## config.mk

```make
export PLATFORM = sky130hd
export DESIGN_NAME = kcs_ctrl
export DESIGN_NICKNAME = d
export VERILOG_FILES = /design/src/hdl/kcs_pkg.sv /design/src/hdl/kcs_ctrl.sv
export SDC_FILE = /design/constraint.sdc
export NUM_CORES = 1
export LEC_CHECK = 0
export BUFFER_PORTS_ARGS = -buffer_cell sky130_fd_sc_hd__buf_2
export CAP_MARGIN = 40
export CORE_AREA = 3 3 40 42
export CTS_BUF_LIST = sky130_fd_sc_hd__clkbuf_4 sky130_fd_sc_hd__clkbuf_8
export DETAILED_ROUTE_END_ITERATION = 7
export DIE_AREA = 0 0 43 45
export PLACE_DENSITY_LB_ADDON = 0.1
export REMOVE_ABC_BUFFERS = 1
export SLEW_MARGIN = 20
export SYNTH_ARGS = -nofsm -noshare
export SYNTH_HDL_FRONTEND = slang
export SYNTH_SLANG_ARGS = --single-unit
```

## constraint.sdc

```tcl
create_clock -name clk_i -period 1.55 [get_ports clk_i]
set_clock_uncertainty 0.2 [all_clocks]
set_input_delay 0.31 -clock clk_i [delete_from_list [all_inputs] [get_ports clk_i]]
set_output_delay 0.31 -clock clk_i [all_outputs]
set_load 0.02 [all_outputs]
```

## src/hdl/kcs_pkg.sv

```systemverilog
`timescale 1ns / 1ps

package kcs_pkg;

  // Fixed field and register widths.
  localparam int unsigned FUNC_W     = 2;
  localparam int unsigned NODE_W     = 6;
  localparam int unsigned CSIZE_W    = 5;
  localparam int unsigned NCOUNT_W   = 7;
  localparam int unsigned CFG_IDX_W  = 1;
  localparam int unsigned CFG_DATA_W = 7;

  // Defaults for the top-level parameters.
  localparam int unsigned MAX_NODES_DEF  = 64;
  localparam int unsigned MAX_CLIQUE_DEF = 16;

  // Register reset values.
  localparam logic [CSIZE_W-1:0]  CLIQUE_SIZE_RST = 5'd3;
  localparam logic [NCOUNT_W-1:0] NODE_COUNT_RST  = 7'd64;

  // Register indexes on the configuration port.
  localparam logic [CFG_IDX_W-1:0] CFG_CLIQUE_SIZE = 1'b0;
  localparam logic [CFG_IDX_W-1:0] CFG_NODE_COUNT  = 1'b1;

  typedef enum logic [FUNC_W-1:0] {
    FUNC_ADD_EDGE = 2'd0,
    FUNC_SEARCH   = 2'd1,
    FUNC_CLEAR    = 2'd2
  } func_e;

  typedef enum logic [3:0] {
    S_IDLE,
    S_EDGE_RD_A,
    S_EDGE_WR_A,
    S_EDGE_WR_B,
    S_START,
    S_EXPAND,
    S_LOAD,
    S_POP,
    S_FOUND,
    S_FAIL
  } state_e;

  // Commands from the controller to the datapath.
  typedef struct packed {
    logic capture;
    logic clear_all;
    logic edge_wr_a;
    logic edge_wr_b;
    logic init;
    logic expand;
    logic load;
    logic pop_rd;
    logic pop_ld;
    logic out_load;
    logic out_found;
  } cmd_t;

  // Status from the datapath to the controller.
  typedef struct packed {
    logic edge_ok;
    logic cur_empty;
    logic depth_zero;
    logic next_at_k;
    logic k_zero;
    logic k_over;
    logic out_busy;
  } sts_t;

endpackage

```

## src/hdl/kcs_ctrl.sv

```systemverilog
`timescale 1ns / 1ps

module kcs_ctrl import kcs_pkg::*; (
  input  logic              clk_i,
  input  logic              rst_ni,
  input  logic              in_valid_i,
  input  logic [FUNC_W-1:0] in_func_i,
  output logic              in_ready_o,
  input  sts_t              sts_i,
  output cmd_t              cmd_o
);

  state_e state_q, state_d;

  always_ff @(posedge clk_i or negedge rst_ni) begin
    if (!rst_ni) begin
      state_q <= S_IDLE;
    end else begin
      state_q <= state_d;
    end
  end

  always_comb begin
    state_d    = state_q;
    cmd_o      = '0;
    in_ready_o = 1'b0;
    unique case (state_q)
      S_IDLE: begin
        in_ready_o = 1'b1;
        if (in_valid_i) begin
          cmd_o.capture = 1'b1;
          unique case (in_func_i)
            FUNC_ADD_EDGE: state_d = S_EDGE_RD_A;
            FUNC_SEARCH:   state_d = S_START;
            FUNC_CLEAR:    cmd_o.clear_all = 1'b1;
            default:       state_d = S_IDLE;
          endcase
        end
      end
      S_EDGE_RD_A: begin
        state_d = sts_i.edge_ok ? S_EDGE_WR_A : S_IDLE;
      end
      S_EDGE_WR_A: begin
        cmd_o.edge_wr_a = 1'b1;
        state_d = S_EDGE_WR_B;
      end
      S_EDGE_WR_B: begin
        cmd_o.edge_wr_b = 1'b1;
        state_d = S_IDLE;
      end
      S_START: begin
        priority if (sts_i.k_zero) begin
          state_d = S_FOUND;
        end else if (sts_i.k_over) begin
          state_d = S_FAIL;
        end else begin
          cmd_o.init = 1'b1;
          state_d = S_EXPAND;
        end
      end
      S_EXPAND: begin
        priority if (!sts_i.cur_empty) begin
          cmd_o.expand = 1'b1;
          state_d = S_LOAD;
        end else if (sts_i.depth_zero) begin
          state_d = S_FAIL;
        end else begin
          cmd_o.pop_rd = 1'b1;
          state_d = S_POP;
        end
      end
      S_LOAD: begin
        if (sts_i.next_at_k) begin
          state_d = S_FOUND;
        end else begin
          cmd_o.load = 1'b1;
          state_d = S_EXPAND;
        end
      end
      S_POP: begin
        cmd_o.pop_ld = 1'b1;
        state_d = S_EXPAND;
      end
      S_FOUND: begin
        if (!sts_i.out_busy) begin
          cmd_o.out_load  = 1'b1;
          cmd_o.out_found = 1'b1;
          state_d = S_IDLE;
        end
      end
      S_FAIL: begin
        if (!sts_i.out_busy) begin
          cmd_o.out_load = 1'b1;
          state_d = S_IDLE;
        end
      end
      default: state_d = S_IDLE;
    endcase
  end

endmodule

```

==> results of run 1 <==
routing by layer:
layer  global-route usage  vias to the layer above  wire length [um]
li1                     -                      304                 -
met5                    0                        -                 0
met3               0.0478                        2               105
met2                0.368                       27               991
met1                0.235                      309               712
met4               0.0723                        0                16
per-stage QoR:
| stage | TNS, ns | setup WS [ns] | hold WS [ns] |
|---|---|---|---|
| floorplan | -2.10 | -0.436 | -0.186 |
| CTS | -2.92 | -0.316 | 0.206 |
| global placement | -0.791 | -0.122 | -0.0844 |
| global route | -4.45 | -0.398 | 0.254 |
| finish | -3.35 | -0.297 | 0.235 |
| detailed placement | -0.951 | -0.136 | -0.0824 |
timing repair:
action,CTS,global route
pin swaps,12,3
endpoints found under the setup margin,14,15
hold buffers,1,0
buffers inserted,7,4
gates resized for setup,35,22
cloned,0,0
endpoints found under the hold margin,4,0
report_power, final:
group	switching, W	total (W)	leakage (nW)	internal, W
clock	0.0000486	0.000136	0.0138	0.0000870
combinational	0.000589	0.00132	0.400	0.000732
sequential	0.0000720	0.000218	0.0493	0.000146
total	0.000709	0.00167	0.463	0.000965
cell families after synthesis:
family          Yosys count  synth area share
flops                     4             0.230
compound gates           13             0.224
buf+inv                   8             0.115
simple gates             31             0.431
worst max-delay path, stage by stage (launching register included):
cell     delay (ns)
dfrtp_2        0.46
nor4_4         0.29
nand2_1        0.10
nor2_1         0.09
buf_4          0.14
how the worst min path moves through the flow:
stage	depth (start not counted)	slack (ns)	start	to
after global placement	1	-0.08	rst_ni	state_q[2]$_DFFE_PN0P_
after detailed placement	1	-0.08	rst_ni	state_q[3]$_DFFE_PN0P_
after global routing	2	0.25	rst_ni	state_q[0]$_DFFE_PN0P_
final	2	0.23	rst_ni	state_q[0]$_DFFE_PN0P_
after CTS	2	0.21	rst_ni	state_q[0]$_DFFE_PN0P_
after floorplan	0	-0.19	rst_ni	state_q[0]$_DFFE_PN0P_
cell type report:
class | count | area (um2)
clock buffers | 3 | 22.5
fillers | 89 | 302
inverters | 4 | 20.0
multi-input cells | 44 | 412
flip-flops and latches | 4 | 104
well taps | 15 | 18.8
repair buffers | 52 | 407
cells in the final DEF (no fill, tap or decap), types with 2 or more instances in the layout:
master	synthesis	routed
nand2_1	6	4
buf_6	2	11
nand2b_4	0	2
buf_2	1	11
inv_4	0	2
nor2_2	1	2
buf_4	1	29
inv_1	3	2
nand2b_1	4	2
o21ai_1	2	2
dfrtp_2	0	3
nor4_4	1	2
a21oi_1	3	2
nand2_4	0	2
clkbuf_4	0	3
nor3_2	0	4
nand3b_1	2	2
nor2_1	5	4
==> impl_results.md, run 1 <==
- Outcome: finished, violations left
- Failing checks: negative setup slack
- Final Total Pwr: 0.00167 W
- Largest area contributor in the netlist: dfrtp_1
- Setup violators final: 15
- Diode count: 0
- Via density: 5.26
- RSZ-0062 raised after global routing: yes
- Top area cells in the synthesized netlist: dfrtp_1 23%, nand2b_1 5.7%, nor3_1 5.7%, buf_6 5.2%, nand2_1 5.2%
- Number of synthesis warnings: 0
- Max-slew violations: 0
- Longest Clk Path Bufs: 2
- Mapped Area: 435 um2
- Tot GR Track Use: 0.204
- RePlAce Congestion: 0.721
- Die Wd: 43 um
- Vias in the first global route: 629
- R2R Setup Slk: -0.19 ns
- I/O pins: 24
- Slew at the pin with the worst max-slew slack: 0.300 ns
- Synth Register Bits: 4
- Fin crit share: 1.19
- R2R cell count: 6
- Worst Path Required: 1.04 ns
- Worst setup path endpoint: cmd_o[9]
- Clock transition at the registers of the reported paths: 0.05 ns
- Worst flop-to-flop path startpoint: state_q[0]$_DFFE_PN0P_
- Root Driver: clkbuf_4
- Slew Limit Headroom: 0.800
- Syn_area_per_cell: 7.78 um2
- Largest net degree at the start of global routing: 7
- Leakage: 0.463 nW
- Pwr Density: 1700 mW/mm2
- DR iter-0 viols: 6
- CTS tree: done
- DPL Wire Length: 1.04 mm
- Nets: 121
- Die Area: 0.00194 mm2
- Most common cell in the netlist: nand2_1
- Fmax: 541 MHz
- Seq/Total Area, Yosys: 0.230
- Port buffer count: 23
- Max-Cap Viols: 0
- Core Box Area: 0.00128 mm2
- Yosys top cell area share: 0.230
- Clock sinks: 4
- Final core utilization: 0.765
- R2r endpoint: state_q[0]$_DFFE_PN0P_
- Post-placement cell area: 669 um2
- Max FFs per register: 4
- Initial core utilization: 0.339
- Initial DRT Pass Iterations: 4
- Worst-skew pair later-pin latency: 0.24 ns
- Share of layout cells above drive strength 1: 0.757
- Worst-path maximum fanout: 5
- Post-synthesis cell type count: 30
- Final ANT Viol Nets: 0
- Vias: 642
- Cells after Synth: 56
- Biggest regs: state_q (4)
- Critical Path Source: state_q[1]$_DFFE_PN0P_
- Design area: 983 um2
- Grt total ovfl: 0
- PnR worst setup slack: -0.297 ns
- Area Growth Syn to Fin: 126%
- Initial antenna violation count: 0
- Final WL: 1.83 mm
- Die Y: 45 um
- Critical path type: register to primary output
- First-pass GRT wire length: 2.86 mm
- Async S/R FF share, synth: 1.00
- Row cnt: 13
- Critical path capture point type: primary output
- Inst Count DP: 108
- Wire per inst: 15.0 um
- CP arrival: 1.34 ns
- Hold Crit Class: input pin to asynchronous set/reset pin
- DRC violation count after routing: 0
- TritonCTS Buffers: 3
- Commonest cells post-synth: 6 x nand2_1, 5 x nor2_1, 5 x nor3_1
- Tmin final: 1.85 ns
- Htree depth: 1
- Synth Flop Type: dfrtp_1
- Number of synthesized flops with an enable pin: 0
- VDD IR max: 1.10 mV
- Largest Register: state_q
- Finished Layout Cells: 122
- Fin. Hold Viols: 0
- CP startpoint kind: register
Note: power is estimated with default switching activity, not from simulation.
==> run 2: changes to the inputs <==
clock period = 2.16 ns   (was 1.55 ns; I/O delays follow)
==> run 2 against run 1 <==
The flow now finishes without violations; global-route usage decreased by 6.4 points; critical path depth did not move; combinational power down 62%; flip-flop and latch count unchanged; register-to-register slack improved by 0.68 ns; hold slack gained 0.090 ns; sequential power down 28%; routed wire length fell by 33%; non-clock buffer count shrank 20; clock power shrank 32%; first-iteration DRC count rose by 33%; via count down 20%; largest power group unchanged.
==> impl_results.md, run 2 (synthesized netlist as in run 1, its figures left out) <==
- Outcome: finished clean
- Hold Crit Class: input pin to asynchronous set/reset pin
- Largest Register: state_q
- DRC violation count after routing: 0 (unchanged)
- Core Box Area: 0.00128 mm2 (unchanged)
- Critical Path Source: state_q[0]$_DFFE_PN0P_
- Die Wd: 43 um (unchanged)
- RSZ-0062 raised after global routing: no
- RePlAce Congestion: 0.744 (+3.2%)
- Via density: 5.05 (-4.1%)
- Worst Path Required: 1.53 ns (+0.49 ns)
- CP startpoint kind: register
- Fin. Hold Viols: 0 (unchanged)
- Grt total ovfl: 0 (unchanged)
- CTS tree: done
- Min Hold Slack: 0.325 ns (+0.0903 ns)
- Critical path capture point type: primary output
- Tmin final: 2.06 ns
- Tot GR Track Use: 0.139 (-0.0644)
- Nets: 101 (-17%)
- Initial core utilization: 0.339 (unchanged)
- Slew at the pin with the worst max-slew slack: 0.346 ns (+0.0465 ns)
- Clock transition at the registers of the reported paths: 0.04 ns (about the same)
- Initial DRT Pass Iterations: 4 (unchanged)
- Biggest regs: state_q (4)
- I/O pins: 24 (unchanged)
- TritonCTS Buffers: 3 (unchanged)
- First-pass GRT wire length: 1.99 mm (-31%)
- Final core utilization: 0.489 (-0.277)
- Worst-skew pair later-pin latency: 0.24 ns (about the same)
- Max-Cap Viols: 0 (unchanged)
- Setup TNS: 0 ns (+3.35 ns)
- Vias: 515 (-20%)
- Share of layout cells above drive strength 1: 0.494 (-0.263)
- Final WL: 1.22 mm (-33%)
- Largest net degree at the start of global routing: 11 (+4)
- Longest Clk Path Bufs: 2 (unchanged)
- Clock sinks: 4 (unchanged)
- Fmax: 485 MHz
- Max-slew violations: 0 (unchanged)
- Die Area: 0.00194 mm2 (unchanged)
- Design area: 628 um2 (-36%)
- Port buffer count: 23 (unchanged)
- Final ANT Viol Nets: 0 (unchanged)
- CP arrival: 1.43 ns (+0.09 ns)
- Wire per inst: 11.9 um (-20%)
- DPL Wire Length: 940 um (-10%)
- VDD IR max: 0.434 mV (-61%)
- Row cnt: 13 (unchanged)
- Commonest cells after routing, fill and taps aside: 23 x buf_2, 7 x buf_4, 6 x nand2_1, 5 x nor2_1, 5 x nor3_1
- Commonest non-fill, non-tap cell in the layout: buf_2
- DR iter-0 viols: 8 (+2)
- Setup violators final: 0 (-15)
- Critical path type: register to primary output
- Worst flop-to-flop path startpoint: state_q[0]$_DFFE_PN0P_
- Worst-path maximum fanout: 10 (+5)
- Leakage: 0.311 nW (-33%)
- Htree depth: 1 (unchanged)
- Die Y: 45 um (unchanged)
- Vias in the first global route: 468 (-26%)
- Max FFs per register: 4 (unchanged)
- Pwr Density: 1190 mW/mm2 (-30%)
- Initial antenna violation count: 0 (unchanged)
- Slew Limit Headroom: 0.769 (-0.0315)
- Area Growth Syn to Fin: 44.3%
- Post-placement cell area: 564 um2 (-16%)
- Diode count: 0 (unchanged)
- Root Driver: clkbuf_4
- Fin crit share: 0.955
-- run 2: cell types whose count changed in the layout (fill, tap and decap cells not counted), sizes merged --
| cell | change |
|---|---|
| buf | -21 |
| clkbuf | +1 |
-- run 2: through the flow --
stage	instances	total power, W	setup WS, ns
2_1_floorplan	52	0.000438	0.0515
3_3_place_gp	94	0.000593	0.282
3_5_place_dp	94	0.000592	0.256
4_1_cts	98	0.000694	0.0175
5_1_grt	102	0.000820	0.00173
6_report	102	0.000749	0.0973
-- run 2: area by class of cell --
class | count | area, um2
multi-input combinational | 44 | 285
tap | 15 | 18.8
timing repair buffer | 32 | 183
clock buffer | 3 | 22.5
fill | 128 | 657
inverter | 4 | 15.0
sequential | 4 | 104
-- run 2: worst paths after layout --
path                                           to  slack, ns  cells after the start
max in group asynchronous  state_q[1]$_DFFE_PN0P_       1.30                      2
max reg2reg                state_q[0]$_DFFE_PN0P_       0.49                      5
min in group clk_i         state_q[0]$_DFFE_PN0P_       0.34                      3
min reg2reg                state_q[1]$_DFFE_PN0P_       0.38                      2
min                        state_q[0]$_DFFE_PN0P_       0.32                      2
max                                      cmd_o[6]        0.1                      4
-- run 2: what timing repair did --
| item | 4_1_cts | 5_1_grt |
|---|---|---|
| cloned | 0 | 0 |
| pin swaps | 0 | 1 |
| hold endpoints to repair | 4 | 0 |
| buffers inserted | 0 | 4 |
| endpoints found under the setup margin | 1 | 3 |
| hold buffers | 1 | 0 |
| gates resized for setup | 1 | 2 |
-- run 2: worst max-delay path, stage by stage, from the launching register on --
cell     delay (ns)
dfrtp_2        0.45
buf_4          0.19
nor3_1         0.23
and2_1         0.16
buf_2          0.16
-- run 2: metal layers --
layer | wire length [um] | track usage
met2 | 577 | 0.219
met5 | 0 | 0
met4 | 35 | 0.108
met3 | 82 | 0.0120
met1 | 523 | 0.177
-- run 2: power breakdown --
part	switching [W]	internal (W)
Combinational	0.000261	0.000238
Clock	0.0000306	0.0000621
Sequential	0.0000517	0.000105
Total	0.000343	0.000405
==> run 3: changes to the inputs <==
CORE_AREA = unset   (was 3 3 40 42)
CORE_MARGIN = 3   (was unset)
CORE_UTILIZATION = 25   (was unset)
DIE_AREA = unset   (was 0 0 43 45)
==> run 3 against run 2 <==
Clock-buffer cell count is the same; routed wire length shrank 1.6%; final cell count shrank 2.0%; global-route usage shrank 3.1 points; design area shrank 2.6%; flip-flop and latch count is the same; sequential share of layout area is essentially flat; largest cell class unchanged; largest power group unchanged.
==> impl_results.md, run 3 (synthesized netlist as in run 1, its figures left out) <==
- Max-slew violations: 0 (unchanged)
- Leakage: 0.300 nW (-3.4%)
- Die Area: 0.00228 mm2 (+18%)
- Setup violators final: 0 (unchanged)
- Critical path capture point type: primary output
- Tmin final: 2.05 ns (-0.00846 ns)
- CP max stage cell: dfrtp_1
- Post-CTS setup buffers: 0 (unchanged)
- Area Growth Syn to Fin: 40.5%
- Initial antenna violation count: 0 (unchanged)
- CP arrival: 1.42 ns (about the same)
- Worst slack, placed: 0.257 ns (+0.00123 ns)
- CTS tree: done
- Largest net degree at the start of global routing: 11 (unchanged)
- Commonest non-fill, non-tap cell in the layout: buf_2
- Diode count: 0 (unchanged)
- Fmax: 487 MHz (+0.41%)
- First-pass GRT wire length: 1.75 mm (-12%)
- Slew Limit Headroom: 0.706 (-0.0630)
- Final WL: 1.20 mm (-1.6%)
- Setup TNS: 0 ns (unchanged)
- TritonCTS Buffers: 3 (unchanged)
- Longest Clk Path Bufs: 2 (unchanged)
- VDD IR max: 0.403 mV (-7.2%)
- Row cnt: 14 (+1)
- Largest Register: state_q
- Worst Path Required: 1.53 ns (about the same)
- Slew at the pin with the worst max-slew slack: 0.441 ns (+0.0952 ns)
- Wl on met1: 571 um (+9.2%)
- Outcome: finished clean
- Nets: 98 (-3.0%)
- Pwr Density: 1140 mW/mm2 (-4.7%)
- Port buffer count: 23 (unchanged)
- Vias in the first global route: 433 (-7.5%)
- Initial core utilization: 0.276 (-0.0627)
- DPL Wire Length: 1.00 mm (+6.8%)
- Routed wl met3: 69 um (-16%)
- Final core utilization: 0.388 (-0.101)
- Die Y: 47.7 um (+6.1%)
- Inst Count DP: 96 (+2.1%)
- RePlAce Congestion: 0.748 (+0.46%)
- Fin. Hold Viols: 0 (unchanged)
- Htree depth: 1 (unchanged)
- Max-Cap Viols: 0 (unchanged)
- Finished Layout Cells: 100 (-2.0%)
- Max FFs per register: 4 (unchanged)
- Grt total ovfl: 0 (unchanged)
- I/O pins: 24 (unchanged)
- Slowest cell delay on critical path: 0.39 ns (-0.06 ns)
- Clock transition at the registers of the reported paths: 0.04 ns (about the same)
- Initial DRT Pass Iterations: 4 (unchanged)
- Worst-path maximum fanout: 4 (-6)
- Tot GR Track Use: 0.108 (-0.0308)
- Biggest regs: state_q (4)
- Vias: 513 (-0.39%)
- PnR worst setup slack: 0.106 ns (+0.00846 ns)
- CP startpoint kind: register
- DR WL met2: 525 um (-9.0%)
- Critical Path, Cell by Cell: buf_4 > nor4_4 > nand2_1 > nor2_1 > buf_2
- Die Wd: 47.7 um (+11%)
- Uppermost layer routed: met4
- Critical Path Source: state_q[3]$_DFFE_PN0P_
- Core Box Area: 0.00158 mm2 (+23%)
- RSZ-0062 raised after global routing: no
- Hold Crit Class: input pin to asynchronous set/reset pin
- Commonest cells after routing, fill and taps aside: 23 x buf_2, 6 x nand2_1, 5 x nor2_1, 5 x nor3_1, 5 x buf_4
- Filler cell count in the final layout: 178 (+39%)
- Fin crit share: 0.951 (-0.00391)
- Clock sinks: 4 (unchanged)
- Critical path type: register to primary output
- DRC violation count after routing: 0 (unchanged)
- Worst-skew pair later-pin latency: 0.23 ns (about the same)
- Share of layout cells above drive strength 1: 0.452 (-0.0419)
- Root Driver: clkbuf_4
- Final ANT Viol Nets: 0 (unchanged)
- Via density: 5.13 (+1.6%)
- Wire per inst: 12.0 um (+0.32%)
- DR iter-0 viols: 13 (+5)
- Worst flop-to-flop path startpoint: state_q[1]$_DFFE_PN0P_
## run 3: cell types whose count changed in the layout (fill, tap and decap cells not counted)
cell	delta
buf_4	-2
dfrtp_1	+2
dfrtp_2	-2
clkbuf_2	-1
nor2_2	-1
nor2_4	+1
## run 3: final timing paths
path | endpoint | slack, ns | depth (start not counted)
setup reg to reg | state_q[0]$_DFFE_PN0P_ | 0.51 | 4
max in group asynchronous | state_q[2]$_DFFE_PN0P_ | 1.29 | 2
hold / removal | state_q[3]$_DFFE_PN0P_ | 0.34 | 2
setup / recovery | cmd_o[9] | 0.11 | 5
min in group clk_i | state_q[3]$_DFFE_PN0P_ | 0.38 | 3
hold reg to reg | state_q[1]$_DFFE_PN0P_ | 0.39 | 2
## run 3: metal layers
| metal | GRT usage | vias up |
|---|---|---|
| met5 | 0 | - |
| met4 | 0.0645 | 0 |
| met3 | 0.00376 | 4 |
| met2 | 0.166 | 20 |
| met1 | 0.150 | 229 |
| li1 | - | 260 |
## run 3: what timing repair did
item	4_1_cts	5_1_grt
resized for setup	0	2
hold buffers	1	0
endpoints found under the setup margin	0	3
hold endpoints to repair	4	0
## run 3: cell type report
cell class | instances | area [um2] | share of cell area
multi-input cells | 44 | 290 | 0.474
inverters | 4 | 15.0 | 0.0245
repair buffers | 29 | 163 | 0.266
clock buffers | 3 | 22.5 | 0.0368
flip-flops and latches | 4 | 101 | 0.166
well taps | 16 | 20.0 | 0.0327
## run 3: where the power goes
group	total, W	internal, W	switching [W]
clock	0.0000891	0.0000619	0.0000272
combinational	0.000448	0.000199	0.000249
sequential	0.000158	0.000103	0.0000551
## run 3: critical path: cells and delay by family, from the launching register on
| family | cells | cell delay (ns) |
|---|---|---|
| buf+inv | 2 | 0.32 |
| simple gates | 3 | 0.48 |
| flops | 1 | 0.39 |
## run 3: through the flow
stage | hold slack, ns | power [W] | cell area (um2)
after global placement | 0.0412 | 0.000608 | 573
after detailed placement | 0.0434 | 0.000605 | 573
after floorplan | -0.0636 | 0.000438 | 400
after global routing | 0.363 | 0.000749 | 612
after CTS | 0.336 | 0.000698 | 606
final | 0.337 | 0.000695 | 612
